===== config.mk =====
export PLATFORM = sky130hd
export DESIGN_NAME = hdbn_line_encoder_flat
export DESIGN_NICKNAME = d
export VERILOG_FILES = /design/src/rtl/hdbn_pkg.sv /design/src/rtl/hdbn_bit_if.sv /design/src/rtl/hdbn_sym_if.sv /design/src/rtl/hdbn_line_encoder.sv /design/src/rtl/hdbn_front.sv /design/src/rtl/hdbn_queue.sv /design/src/rtl/hdbn_back.sv /design/src/flat_wrapper.sv
export SDC_FILE = /design/constraint.sdc
export NUM_CORES = 1
export LEC_CHECK = 0
export BUFFER_PORTS_ARGS = -buffer_cell sky130_fd_sc_hd__buf_4
export CAP_MARGIN = 5
export CORE_MARGIN = 3
export CORE_UTILIZATION = 26
export CTS_CLUSTER_SIZE = 24
export DETAILED_ROUTE_END_ITERATION = 6
export SYNTH_ARGS = -nofsm -noshare
export SYNTH_HDL_FRONTEND = slang
export SYNTH_HIERARCHICAL = 1
export SYNTH_SLANG_ARGS = --single-unit

===== constraint.sdc =====
create_clock -name i_clk -period 6.9 [get_ports i_clk]
set_input_delay 0.345 -clock i_clk [delete_from_list [all_inputs] [get_ports i_clk]]
set_output_delay 0.345 -clock i_clk [all_outputs]
set_load 0.1 [all_outputs]

===== src/rtl/hdbn_pkg.sv =====
// Package for the HDBn line encoder: sizes, symbol and register codes,
// the command record passed from front to back, and the order clamp.
// No dependencies.
package hdbn_pkg;

    localparam int MAX_ORDER = 8;
    localparam int ORDER_W   = 4;
    localparam int FILL_W    = $clog2(MAX_ORDER + 1);
    localparam int IDX_W     = $clog2(MAX_ORDER);
    localparam int ZRUN_W    = 4;
    localparam int CFG_IDX_W = 2;
    localparam int CFG_W     = ORDER_W;
    localparam int Q_DEPTH   = 2;
    localparam int Q_PTR_W   = $clog2(Q_DEPTH);
    localparam int Q_CNT_W   = $clog2(Q_DEPTH + 1);

    typedef enum logic [1:0] {
        SYM_ZERO = 2'b00,
        SYM_POS  = 2'b01,
        SYM_NEG  = 2'b10
    } t_sym;

    typedef enum logic [CFG_IDX_W-1:0] {
        CFG_ORDER      = 2'd0,
        CFG_START_POL  = 2'd1,
        CFG_START_VIOL = 2'd2
    } t_cfg_idx;

    typedef struct packed {
        logic [ORDER_W-1:0] order;
        logic               start_pol;
        logic               start_viol;
    } t_cfg;

    // One classified bit: its symbol, whether the oldest held symbol
    // becomes a balancing pulse of the same polarity, and the message end.
    typedef struct packed {
        t_sym               sym;
        logic               bal;
        logic               eom;
        logic [ORDER_W-1:0] order;
    } t_cmd;

    function automatic logic [ORDER_W-1:0] clamp_order(input logic [ORDER_W-1:0] v);
        logic [ORDER_W-1:0] r;
        if (v < ORDER_W'(2)) begin
            r = ORDER_W'(2);
        end else if (v > ORDER_W'(MAX_ORDER)) begin
            r = ORDER_W'(MAX_ORDER);
        end else begin
            r = v;
        end
        return r;
    endfunction

endpackage


===== src/rtl/hdbn_bit_if.sv =====
// Input channel interface: one message bit per item.
// Depends on nothing.
interface hdbn_bit_if;
    logic valid;
    logic ready;
    logic data_bit;
    logic end_of_message;

    modport source (output valid, output data_bit, output end_of_message, input ready);
    modport sink   (input valid, input data_bit, input end_of_message, output ready);
endinterface


===== src/rtl/hdbn_sym_if.sv =====
// Output channel interface: one line symbol per item.
// Depends on nothing.
interface hdbn_sym_if;
    logic valid;
    logic ready;
    logic pulse_pos;
    logic pulse_neg;
    logic last_symbol;

    modport source (output valid, output pulse_pos, output pulse_neg, output last_symbol,
                    input ready);
    modport sink   (input valid, input pulse_pos, input pulse_neg, input last_symbol,
                    output ready);
endinterface


===== src/rtl/hdbn_line_encoder.sv =====
// HDBn line encoder top level: configuration registers, front end, queue, back end.
// Commands are registered in the queue, symbols in the back end's output register.
// Throughput: one bit per cycle unless the output stalls; after the final bit
// the back end drains the held symbols (up to the order) before it pops more.
// Reset (synchronous, active low) empties queue and line; defaults: order 3,
// start polarity positive, first violation negative. Uses front, queue, back.
module hdbn_line_encoder (
    input  logic                               i_clk,
    input  logic                               i_rst_n,
    hdbn_bit_if.sink                           i_bits,
    hdbn_sym_if.source                         o_syms,
    input  logic                               i_cfg_we,
    input  logic [hdbn_pkg::CFG_IDX_W-1:0]     i_cfg_index,
    input  logic [hdbn_pkg::CFG_W-1:0]         i_cfg_data
);

    // Configuration registers; the front end samples them only at message start,
    // so a write never disturbs a message in flight.
    hdbn_pkg::t_cfg   r_cfg;

    // Front-to-queue and queue-to-back command paths.
    hdbn_pkg::t_cmd   fe_cmd;
    logic             fe_cmd_valid;
    logic             q_ready;
    logic             q_valid;
    hdbn_pkg::t_cmd   q_cmd;
    logic             be_pop;

    always_ff @(posedge i_clk) begin
        if (!i_rst_n) begin
            r_cfg.order      <= hdbn_pkg::ORDER_W'(3);
            r_cfg.start_pol  <= 1'b0;
            r_cfg.start_viol <= 1'b1;
        end else if (i_cfg_we) begin
            // Drop writes to indexes past the register list.
            unique case (i_cfg_index)
                hdbn_pkg::CFG_ORDER:      r_cfg.order      <= i_cfg_data;
                hdbn_pkg::CFG_START_POL:  r_cfg.start_pol  <= i_cfg_data[0];
                hdbn_pkg::CFG_START_VIOL: r_cfg.start_viol <= i_cfg_data[0];
                default: ;
            endcase
        end
    end

    // Classify each bit: pulse, zero, or violation with optional balancing pulse.
    hdbn_front u_front (
        .i_clk            (i_clk),
        .i_rst_n          (i_rst_n),
        .i_cfg            (r_cfg),
        .i_valid          (i_bits.valid),
        .o_ready          (i_bits.ready),
        .i_data_bit       (i_bits.data_bit),
        .i_end_of_message (i_bits.end_of_message),
        .o_cmd_valid      (fe_cmd_valid),
        .i_cmd_ready      (q_ready),
        .o_cmd            (fe_cmd)
    );

    // Hold commands: front takes bits, until full, while back flushes or stalls.
    hdbn_queue u_queue (
        .i_clk   (i_clk),
        .i_rst_n (i_rst_n),
        .i_push  (fe_cmd_valid),
        .i_cmd   (fe_cmd),
        .o_ready (q_ready),
        .i_pop   (be_pop),
        .o_valid (q_valid),
        .o_cmd   (q_cmd)
    );

    // Delay line, registered output; at most one symbol per cycle, sink permitting.
    hdbn_back u_back (
        .i_clk         (i_clk),
        .i_rst_n       (i_rst_n),
        .i_cmd_valid   (q_valid),
        .i_cmd         (q_cmd),
        .o_cmd_pop     (be_pop),
        .o_valid       (o_syms.valid),
        .i_ready       (o_syms.ready),
        .o_pulse_pos   (o_syms.pulse_pos),
        .o_pulse_neg   (o_syms.pulse_neg),
        .o_last_symbol (o_syms.last_symbol)
    );

endmodule


===== src/rtl/hdbn_front.sv =====
// Front end: tracks pulse and violation polarity and the zero run,
// classifies each bit into a command. Depends on hdbn_pkg.
module hdbn_front (
    input  logic                i_clk,
    input  logic                i_rst_n,
    input  hdbn_pkg::t_cfg      i_cfg,
    input  logic                i_valid,
    output logic                o_ready,
    input  logic                i_data_bit,
    input  logic                i_end_of_message,
    output logic                o_cmd_valid,
    input  logic                i_cmd_ready,
    output hdbn_pkg::t_cmd      o_cmd
);

    logic                                 r_active;
    logic                                 r_prev;
    logic                                 r_viol;
    logic [hdbn_pkg::ZRUN_W-1:0]          r_zrun;
    logic [hdbn_pkg::ORDER_W-1:0]         r_order;

    logic                                 n_prev;
    logic                                 n_viol;
    logic [hdbn_pkg::ZRUN_W-1:0]          n_zrun;
    logic                                 cur_prev;
    logic                                 cur_viol;
    logic [hdbn_pkg::ZRUN_W-1:0]          cur_zrun;
    logic [hdbn_pkg::ORDER_W-1:0]         cur_order;
    logic                                 accept;

    assign o_ready     = i_cmd_ready;
    assign o_cmd_valid = i_valid;
    assign accept      = i_valid && i_cmd_ready;

    always_comb begin
        // A bit taken while idle starts a message from the registers.
        cur_prev  = r_active ? r_prev  : i_cfg.start_pol;
        cur_viol  = r_active ? r_viol  : i_cfg.start_viol;
        cur_zrun  = r_active ? r_zrun  : '0;
        cur_order = r_active ? r_order : hdbn_pkg::clamp_order(i_cfg.order);

        n_prev      = cur_prev;
        n_viol      = cur_viol;
        o_cmd.bal   = 1'b0;
        o_cmd.eom   = i_end_of_message;
        o_cmd.order = cur_order;

        if (i_data_bit) begin
            o_cmd.sym = cur_prev ? hdbn_pkg::SYM_POS : hdbn_pkg::SYM_NEG;
            n_prev    = ~cur_prev;
            n_zrun    = '0;
        end else begin
            o_cmd.sym = hdbn_pkg::SYM_ZERO;
            n_zrun    = (cur_zrun == '1) ? cur_zrun : cur_zrun + 1'b1;
            if (n_zrun > hdbn_pkg::ZRUN_W'(cur_order)) begin
                // Substitute: violation here, balancing pulse on the run's first zero
                // when the last pulse does not already carry the violation polarity.
                o_cmd.bal = (cur_prev != cur_viol);
                o_cmd.sym = cur_viol ? hdbn_pkg::SYM_NEG : hdbn_pkg::SYM_POS;
                n_prev    = cur_viol;
                n_viol    = ~cur_viol;
                n_zrun    = '0;
            end
        end
    end

    always_ff @(posedge i_clk) begin
        if (!i_rst_n) begin
            r_active <= 1'b0;
        end else if (accept) begin
            r_active <= !i_end_of_message;
        end
    end

    always_ff @(posedge i_clk) begin
        if (accept) begin
            r_prev  <= n_prev;
            r_viol  <= n_viol;
            r_zrun  <= n_zrun;
            r_order <= cur_order;
        end
    end

endmodule


===== src/rtl/hdbn_queue.sv =====
// Short command queue between front and back.
// Depends on hdbn_pkg.
module hdbn_queue (
    input  logic            i_clk,
    input  logic            i_rst_n,
    input  logic            i_push,
    input  hdbn_pkg::t_cmd  i_cmd,
    output logic            o_ready,
    input  logic            i_pop,
    output logic            o_valid,
    output hdbn_pkg::t_cmd  o_cmd
);

    hdbn_pkg::t_cmd                  r_mem [hdbn_pkg::Q_DEPTH];
    logic [hdbn_pkg::Q_PTR_W-1:0]    r_wptr;
    logic [hdbn_pkg::Q_PTR_W-1:0]    r_rptr;
    logic [hdbn_pkg::Q_CNT_W-1:0]    r_count;
    logic                            do_push;
    logic                            do_pop;

    assign o_ready = (r_count != hdbn_pkg::Q_CNT_W'(hdbn_pkg::Q_DEPTH));
    assign o_valid = (r_count != '0);
    assign o_cmd   = r_mem[r_rptr];
    assign do_push = i_push && o_ready;
    assign do_pop  = i_pop && o_valid;

    always_ff @(posedge i_clk) begin
        if (!i_rst_n) begin
            r_wptr  <= '0;
            r_rptr  <= '0;
            r_count <= '0;
        end else begin
            if (do_push) begin
                r_wptr <= r_wptr + 1'b1;
            end
            if (do_pop) begin
                r_rptr <= r_rptr + 1'b1;
            end
            if (do_push && !do_pop) begin
                r_count <= r_count + 1'b1;
            end else if (do_pop && !do_push) begin
                r_count <= r_count - 1'b1;
            end
        end
    end

    always_ff @(posedge i_clk) begin
        if (do_push) begin
            r_mem[r_wptr] <= i_cmd;
        end
    end

endmodule


===== src/rtl/hdbn_back.sv =====
// Back end: symbol delay line, release of the oldest symbol and the
// end-of-message flush, into a registered output. Depends on hdbn_pkg.
module hdbn_back (
    input  logic            i_clk,
    input  logic            i_rst_n,
    input  logic            i_cmd_valid,
    input  hdbn_pkg::t_cmd  i_cmd,
    output logic            o_cmd_pop,
    output logic            o_valid,
    input  logic            i_ready,
    output logic            o_pulse_pos,
    output logic            o_pulse_neg,
    output logic            o_last_symbol
);

    typedef enum logic {
        ST_RUN,
        ST_FLUSH
    } t_state;

    t_state                          r_state;
    hdbn_pkg::t_sym                  r_line [hdbn_pkg::MAX_ORDER];
    logic [hdbn_pkg::FILL_W-1:0]     r_fill;
    logic                            r_valid;
    logic                            r_pos;
    logic                            r_neg;
    logic                            r_last;

    t_state                          n_state;
    hdbn_pkg::t_sym                  n_line [hdbn_pkg::MAX_ORDER];
    logic [hdbn_pkg::FILL_W-1:0]     n_fill;
    logic                            n_valid;
    logic                            n_pos;
    logic                            n_neg;
    logic                            n_last;

    hdbn_pkg::t_sym                  shifted [hdbn_pkg::MAX_ORDER];
    hdbn_pkg::t_sym                  head;
    logic [hdbn_pkg::IDX_W-1:0]      tail;
    logic                            out_free;
    logic                            full;

    assign out_free  = !r_valid || i_ready;
    assign o_cmd_pop = (r_state == ST_RUN) && out_free && i_cmd_valid;
    assign full      = (r_fill >= hdbn_pkg::FILL_W'(i_cmd.order));
    assign head      = i_cmd.bal ? i_cmd.sym : r_line[0];
    assign tail      = hdbn_pkg::IDX_W'(r_fill - 1'b1);

    assign o_valid       = r_valid;
    assign o_pulse_pos   = r_pos;
    assign o_pulse_neg   = r_neg;
    assign o_last_symbol = r_last;

    always_comb begin
        for (int i = 0; i < hdbn_pkg::MAX_ORDER - 1; i++) begin
            shifted[i] = r_line[i + 1];
        end
        shifted[hdbn_pkg::MAX_ORDER - 1] = r_line[hdbn_pkg::MAX_ORDER - 1];
    end

    always_comb begin
        n_state = r_state;
        n_line  = r_line;
        n_fill  = r_fill;
        n_valid = r_valid && !i_ready;
        n_pos   = r_pos;
        n_neg   = r_neg;
        n_last  = r_last;
        unique case (r_state)
            ST_RUN: begin
                if (o_cmd_pop) begin
                    if (full) begin
                        // Release the oldest, advance the line, append at the tail.
                        n_valid       = 1'b1;
                        n_pos         = head[0];
                        n_neg         = head[1];
                        n_last        = 1'b0;
                        n_line        = shifted;
                        n_line[tail]  = i_cmd.sym;
                    end else begin
                        n_line[r_fill[hdbn_pkg::IDX_W-1:0]] = i_cmd.sym;
                        n_fill = r_fill + 1'b1;
                    end
                    if (i_cmd.eom) begin
                        n_state = ST_FLUSH;
                    end
                end
            end
            ST_FLUSH: begin
                if (out_free) begin
                    n_valid = 1'b1;
                    n_pos   = r_line[0][0];
                    n_neg   = r_line[0][1];
                    n_last  = (r_fill == hdbn_pkg::FILL_W'(1));
                    n_line  = shifted;
                    n_fill  = r_fill - 1'b1;
                    if (r_fill == hdbn_pkg::FILL_W'(1)) begin
                        n_state = ST_RUN;
                    end
                end
            end
            default: begin
                n_state = ST_RUN;
            end
        endcase
    end

    always_ff @(posedge i_clk) begin
        if (!i_rst_n) begin
            r_state <= ST_RUN;
            r_fill  <= '0;
            r_valid <= 1'b0;
            r_pos   <= 1'b0;
            r_neg   <= 1'b0;
            r_last  <= 1'b0;
            for (int i = 0; i < hdbn_pkg::MAX_ORDER; i++) begin
                r_line[i] <= hdbn_pkg::SYM_ZERO;
            end
        end else begin
            r_state <= n_state;
            r_fill  <= n_fill;
            r_valid <= n_valid;
            r_pos   <= n_pos;
            r_neg   <= n_neg;
            r_last  <= n_last;
            for (int i = 0; i < hdbn_pkg::MAX_ORDER; i++) begin
                r_line[i] <= n_line[i];
            end
        end
    end

endmodule


===== src/flat_wrapper.sv =====
// flat-port wrapper written by rule: the top's interface ports become plain ports
module hdbn_line_encoder_flat 
  (i_clk, i_rst_n, i_cfg_we, i_cfg_index, i_cfg_data, i_bits_valid, i_bits_data_bit, i_bits_end_of_message, i_bits_ready, o_syms_valid, o_syms_pulse_pos, o_syms_pulse_neg, o_syms_last_symbol, o_syms_ready);
  hdbn_bit_if i_bits_i ();
  hdbn_sym_if o_syms_i ();
  input  logic i_clk;
  input  logic i_rst_n;
  input  logic i_cfg_we;
  input  logic [hdbn_pkg::CFG_IDX_W-1:0] i_cfg_index;
  input  logic [hdbn_pkg::CFG_W-1:0] i_cfg_data;
  input wire logic [$bits(i_bits_i.valid)-1:0] i_bits_valid;
  input wire logic [$bits(i_bits_i.data_bit)-1:0] i_bits_data_bit;
  input wire logic [$bits(i_bits_i.end_of_message)-1:0] i_bits_end_of_message;
  output wire logic [$bits(i_bits_i.ready)-1:0] i_bits_ready;
  output wire logic [$bits(o_syms_i.valid)-1:0] o_syms_valid;
  output wire logic [$bits(o_syms_i.pulse_pos)-1:0] o_syms_pulse_pos;
  output wire logic [$bits(o_syms_i.pulse_neg)-1:0] o_syms_pulse_neg;
  output wire logic [$bits(o_syms_i.last_symbol)-1:0] o_syms_last_symbol;
  input wire logic [$bits(o_syms_i.ready)-1:0] o_syms_ready;
  assign i_bits_i.valid = i_bits_valid;
  assign i_bits_i.data_bit = i_bits_data_bit;
  assign i_bits_i.end_of_message = i_bits_end_of_message;
  assign i_bits_ready = i_bits_i.ready;
  assign o_syms_valid = o_syms_i.valid;
  assign o_syms_pulse_pos = o_syms_i.pulse_pos;
  assign o_syms_pulse_neg = o_syms_i.pulse_neg;
  assign o_syms_last_symbol = o_syms_i.last_symbol;
  assign o_syms_i.ready = o_syms_ready;
  hdbn_line_encoder u_core (.i_clk(i_clk), .i_rst_n(i_rst_n), .i_bits(i_bits_i), .o_syms(o_syms_i), .i_cfg_we(i_cfg_we), .i_cfg_index(i_cfg_index), .i_cfg_data(i_cfg_data));
endmodule

==> reports/results.md <==
## Outcome
* **result of the run** complete, no violations

## Global routing
* **met1 GRT Util** 0.128
* **antenna violations before repair** 0
* **GRT met2 Usage** 0.174
* **routing usage on met3** 0.0265
* **overall routing resource usage** 0.103
* **global-route layer with the greatest usage** met2
* **final global-route overflow total** 0
* **maximum number of pins on one net before global-route repair** 42
* **global-route wire length before repair** 12400 µm
* **vias in the first global route** 2610

## Setup path
* **required time at the worst-slack endpoint** 6.95 ns
* **endpoint arrival time on the critical path** 3.20 ns
* **Crit. End Element** flip-flop
* **Worst Setup Path Type** flip-flop to flip-flop
* **element type at the critical path start** flip-flop
* **capture point of the worst reg-to-reg path** u_core/u_front/r_viol
* **Register-to-Register Setup Slack** 3.75 ns
* **crit path max fanout** 17
* **depth of the most critical reg-to-reg path** 11
* **Reg2Reg Launch Point** u_core/u_front/r_active
* **critical path launch point** u_core/u_front/r_active

## Placement
* **pre-CTS WS** 3.77 ns
* **placed insts** 533
* **Post-DP HPWL** 5290 µm
* **number of buffer cells added on primary ports** 17
* **final estimated routing congestion in global placement** 0.841

## Logic synthesis
* **dominant cells by area after synthesis** sky130_fd_sc_hd__edfxtp_1 (22%), sky130_fd_sc_hd__dfxtp_1 (21%), sky130_fd_sc_hd__mux2i_1 (5.4%)
* **library cell occupying the most area in the post-synthesis netlist** sky130_fd_sc_hd__edfxtp_1
* **sequential-to-total area share from yosys stat** 0.435
* **EDFF count, synth** 26
* **Synth Area in Adders** 0.0501
* **Async S/R FF share, synth** 0
* **most frequently used cell type in the post-synthesis netlist** sky130_fd_sc_hd__nand2_1
* **Most used DFF post-synth** sky130_fd_sc_hd__dfxtp_1
* **dominant combinational cell family by area after synthesis** simple AND/OR/NAND/NOR gates
* **synthesized-area fraction occupied by and/or/nand/nor cells** 0.181
* **mux cell area share after synthesis** 0.0952
* **distinct cell type count of the synthesized netlist** 58
* **synthesis warning total** 6
* **Synthesized Nets** 389
* **Mapped Area** 3500 µm²
* **leading cell types by count after synthesis** sky130_fd_sc_hd__nand2_1 (44), sky130_fd_sc_hd__dfxtp_1 (37), sky130_fd_sc_hd__edfxtp_1 (26), sky130_fd_sc_hd__o21ai_0 (22), sky130_fd_sc_hd__mux2i_1 (19)
* **area share of the largest cell type after synthesis** 0.223
* **synthesized flop and latch total** 63
* **complex-gate fraction of the synthesized area** 0.169
* **synthesized area divided by synthesized cell count** 9.66 µm²
* **post-synthesis share of cell area spent on xor and xnor gates** 0.0222
* **synthesized instance count** 362

## CTS
* **Hold Buf Count CTS** 0
* **maximum count of clock buffers along a single path** 2
* **clock sink total** 63
* **register clock-pin slew on the reported worst setup and hold paths** 0.05 ns
* **post-cts repair resize count** 0
* **TritonCTS clock tree** built
* **clock root cell** sky130_fd_sc_hd__clkbuf_16
* **Clock H-tree levels** 3
* **CTS Buf Count** 9
* **buffer count from post-CTS setup fixing** 0
* **clock latency at the later pin of the worst-skew pair** 0.32 ns

## Die
* **floorplan core area** 12900 µm²
* **vertical die dimension** 122 µm
* **num ports** 18
* **Row Count** 41
* **die area** 14900 µm²
* **starting density of the core** 0.272
* **width of the die** 122 µm

## STA
* **final worst clock skew** 0.00614 ns
* **unrepaired setup endpoints after global routing** no
* **Worst-Margin Slew** 0.849 ns
* **Max Slew Vio Count** 0
* **final total negative setup slack** 0 ns
* **Post-Route Hold Slack** 0.244 ns
* **ratio of final minimum period to clock period** 0.456
* **total count of hold-check failures in the final report** 0
* **final setup violating endpoints** 0
* **fin worst setup slack** 3.75 ns
* **highest clock frequency the design can meet** 318 MHz
* **worst relative slew slack** 0.427
* **minimum period implied by the final worst setup slack** 3.15 ns

## Cells and area
* **number of fill cells** 1307
* **n_diodes** 0
* **final non-filler cell total** 549
* **final layout net count** 399
* **fraction of final layout cells with drive strength greater than 1** 0.141
* **synthesis-to-layout area growth** 15.3%

## Power and ir drop
* **leakage power summed over all cells** 1.57 nW
* **post-route total power** 1.80 mW
* **worst ir drop on vdd** 0.160 mV
* **ratio of total power to cell area** 446 nW/µm²

## Detailed routing
* **DRT Wirelength** 7310 µm
* **vias** 2698
* **average wire length per cell after detail routing** 13.3 µm
* **DRC violations left** 0
* **post-route antenna net violation count** 0
* **routed vias/inst** 4.91
* **number of DRC markers in iteration 0** 146
* **first-pass iteration count of the detailed router** 4

## Min path
* **number of cells on the worst hold path** 1
* **Min-Delay Endpoint** u_core/u_queue/r_mem[1][4]
* **min-delay worst type** input pin to flip-flop
* **Hold Path Origin** i_bits_end_of_message

## Flow run
* **Maximum Capacitance Violations** 0

## flip-flops by register name, indices dropped and copies added, names as in the netlist, 2 cells and up, named ones only
signal / flops
u_core/u_front/r_order: 4
u_core/u_back/r_fill: 4
u_core/u_back/r_line: 16
u_core/r_cfg: 6
u_core/u_queue/r_mem: 16
u_core/u_queue/r_count: 2
u_core/u_front/r_zrun: 4
## cell usage in the layout, fill, tap and decap left out, drive strengths merged, types with 10 or more instances in the layout
master / n
nand2: 44
dfxtp: 37
edfxtp: 26
o21ai: 25
mux2i: 19
buf: 18
inv: 18
a21oi: 17
a31oi: 15
ha: 14
nor2: 12
mux2: 12
clkbuf: 12
o211ai: 10
nor2b: 10
nand3: 10
## through the flow
step	utilization	cell area, µm²
after global routing	0.313	4030
after global placement	0.291	3750
after floorplan	-	3500
final	0.313	4030
after detailed placement	0.291	3750
after CTS	0.313	4030
## kinds of logic after synthesis
kind of cell / count (synthesis)
compound gates: 90
xor+xnor: 8
fa+ha+maj: 14
buf+inv: 37
flops: 63
mux: 31
simple gates: 119
## where the power goes
part	switching [mW]	total [mW]	internal [mW]
clock	0.150	0.428	0.278
combinational	0.515	0.791	0.276
sequential	0.0894	0.580	0.490
total	0.755	1.80	1.04
## final cells by class
class	count	area (µm²)	share of cell area
clock buffers	12	236	0.0586
well taps	172	215	0.0533
flip-flops and latches	63	1520	0.377
multi-input cells	262	1810	0.449
clock inverters	4	47.5	0.0118
repair buffers	18	135	0.0335
inverters	18	67.6	0.0167
## routing by layer
metal | share of wire | vias to the layer above
li1 | - | 1346
met1 | 0.45 | 1274
met2 | 0.49 | 66
met3 | 0.045 | 12
met4 | 0.016 | 0
met5 | 0 | -
## worst max path at each step
stage	end	slack (ns)	cells after the start
floorplan	u_core/u_queue/r_mem[0][6]	4.05	13
global placement	u_core/u_front/r_viol	3.89	11
detailed placement	u_core/u_queue/r_mem[0][6]	3.77	11
CTS	u_core/u_queue/r_mem[0][6]	3.75	11
global route	u_core/u_queue/r_mem[1][6]	3.58	11
finish	u_core/u_front/r_viol	3.75	11
## critical path, cell delays in order, from the launching register on
cell                      delay, ns
sky130_fd_sc_hd__dfxtp_1       0.66
sky130_fd_sc_hd__and2_1        0.22
sky130_fd_sc_hd__ha_1          0.23
sky130_fd_sc_hd__nand4_1       0.13
sky130_fd_sc_hd__mux2_2        0.33
sky130_fd_sc_hd__ha_1          0.29
sky130_fd_sc_hd__nor2b_1       0.14
sky130_fd_sc_hd__o211a_1       0.23
sky130_fd_sc_hd__o21ai_2       0.20
sky130_fd_sc_hd__inv_1         0.11
sky130_fd_sc_hd__ha_1          0.28
sky130_fd_sc_hd__mux2i_1       0.06
Power figures use the tool's default switching activity.
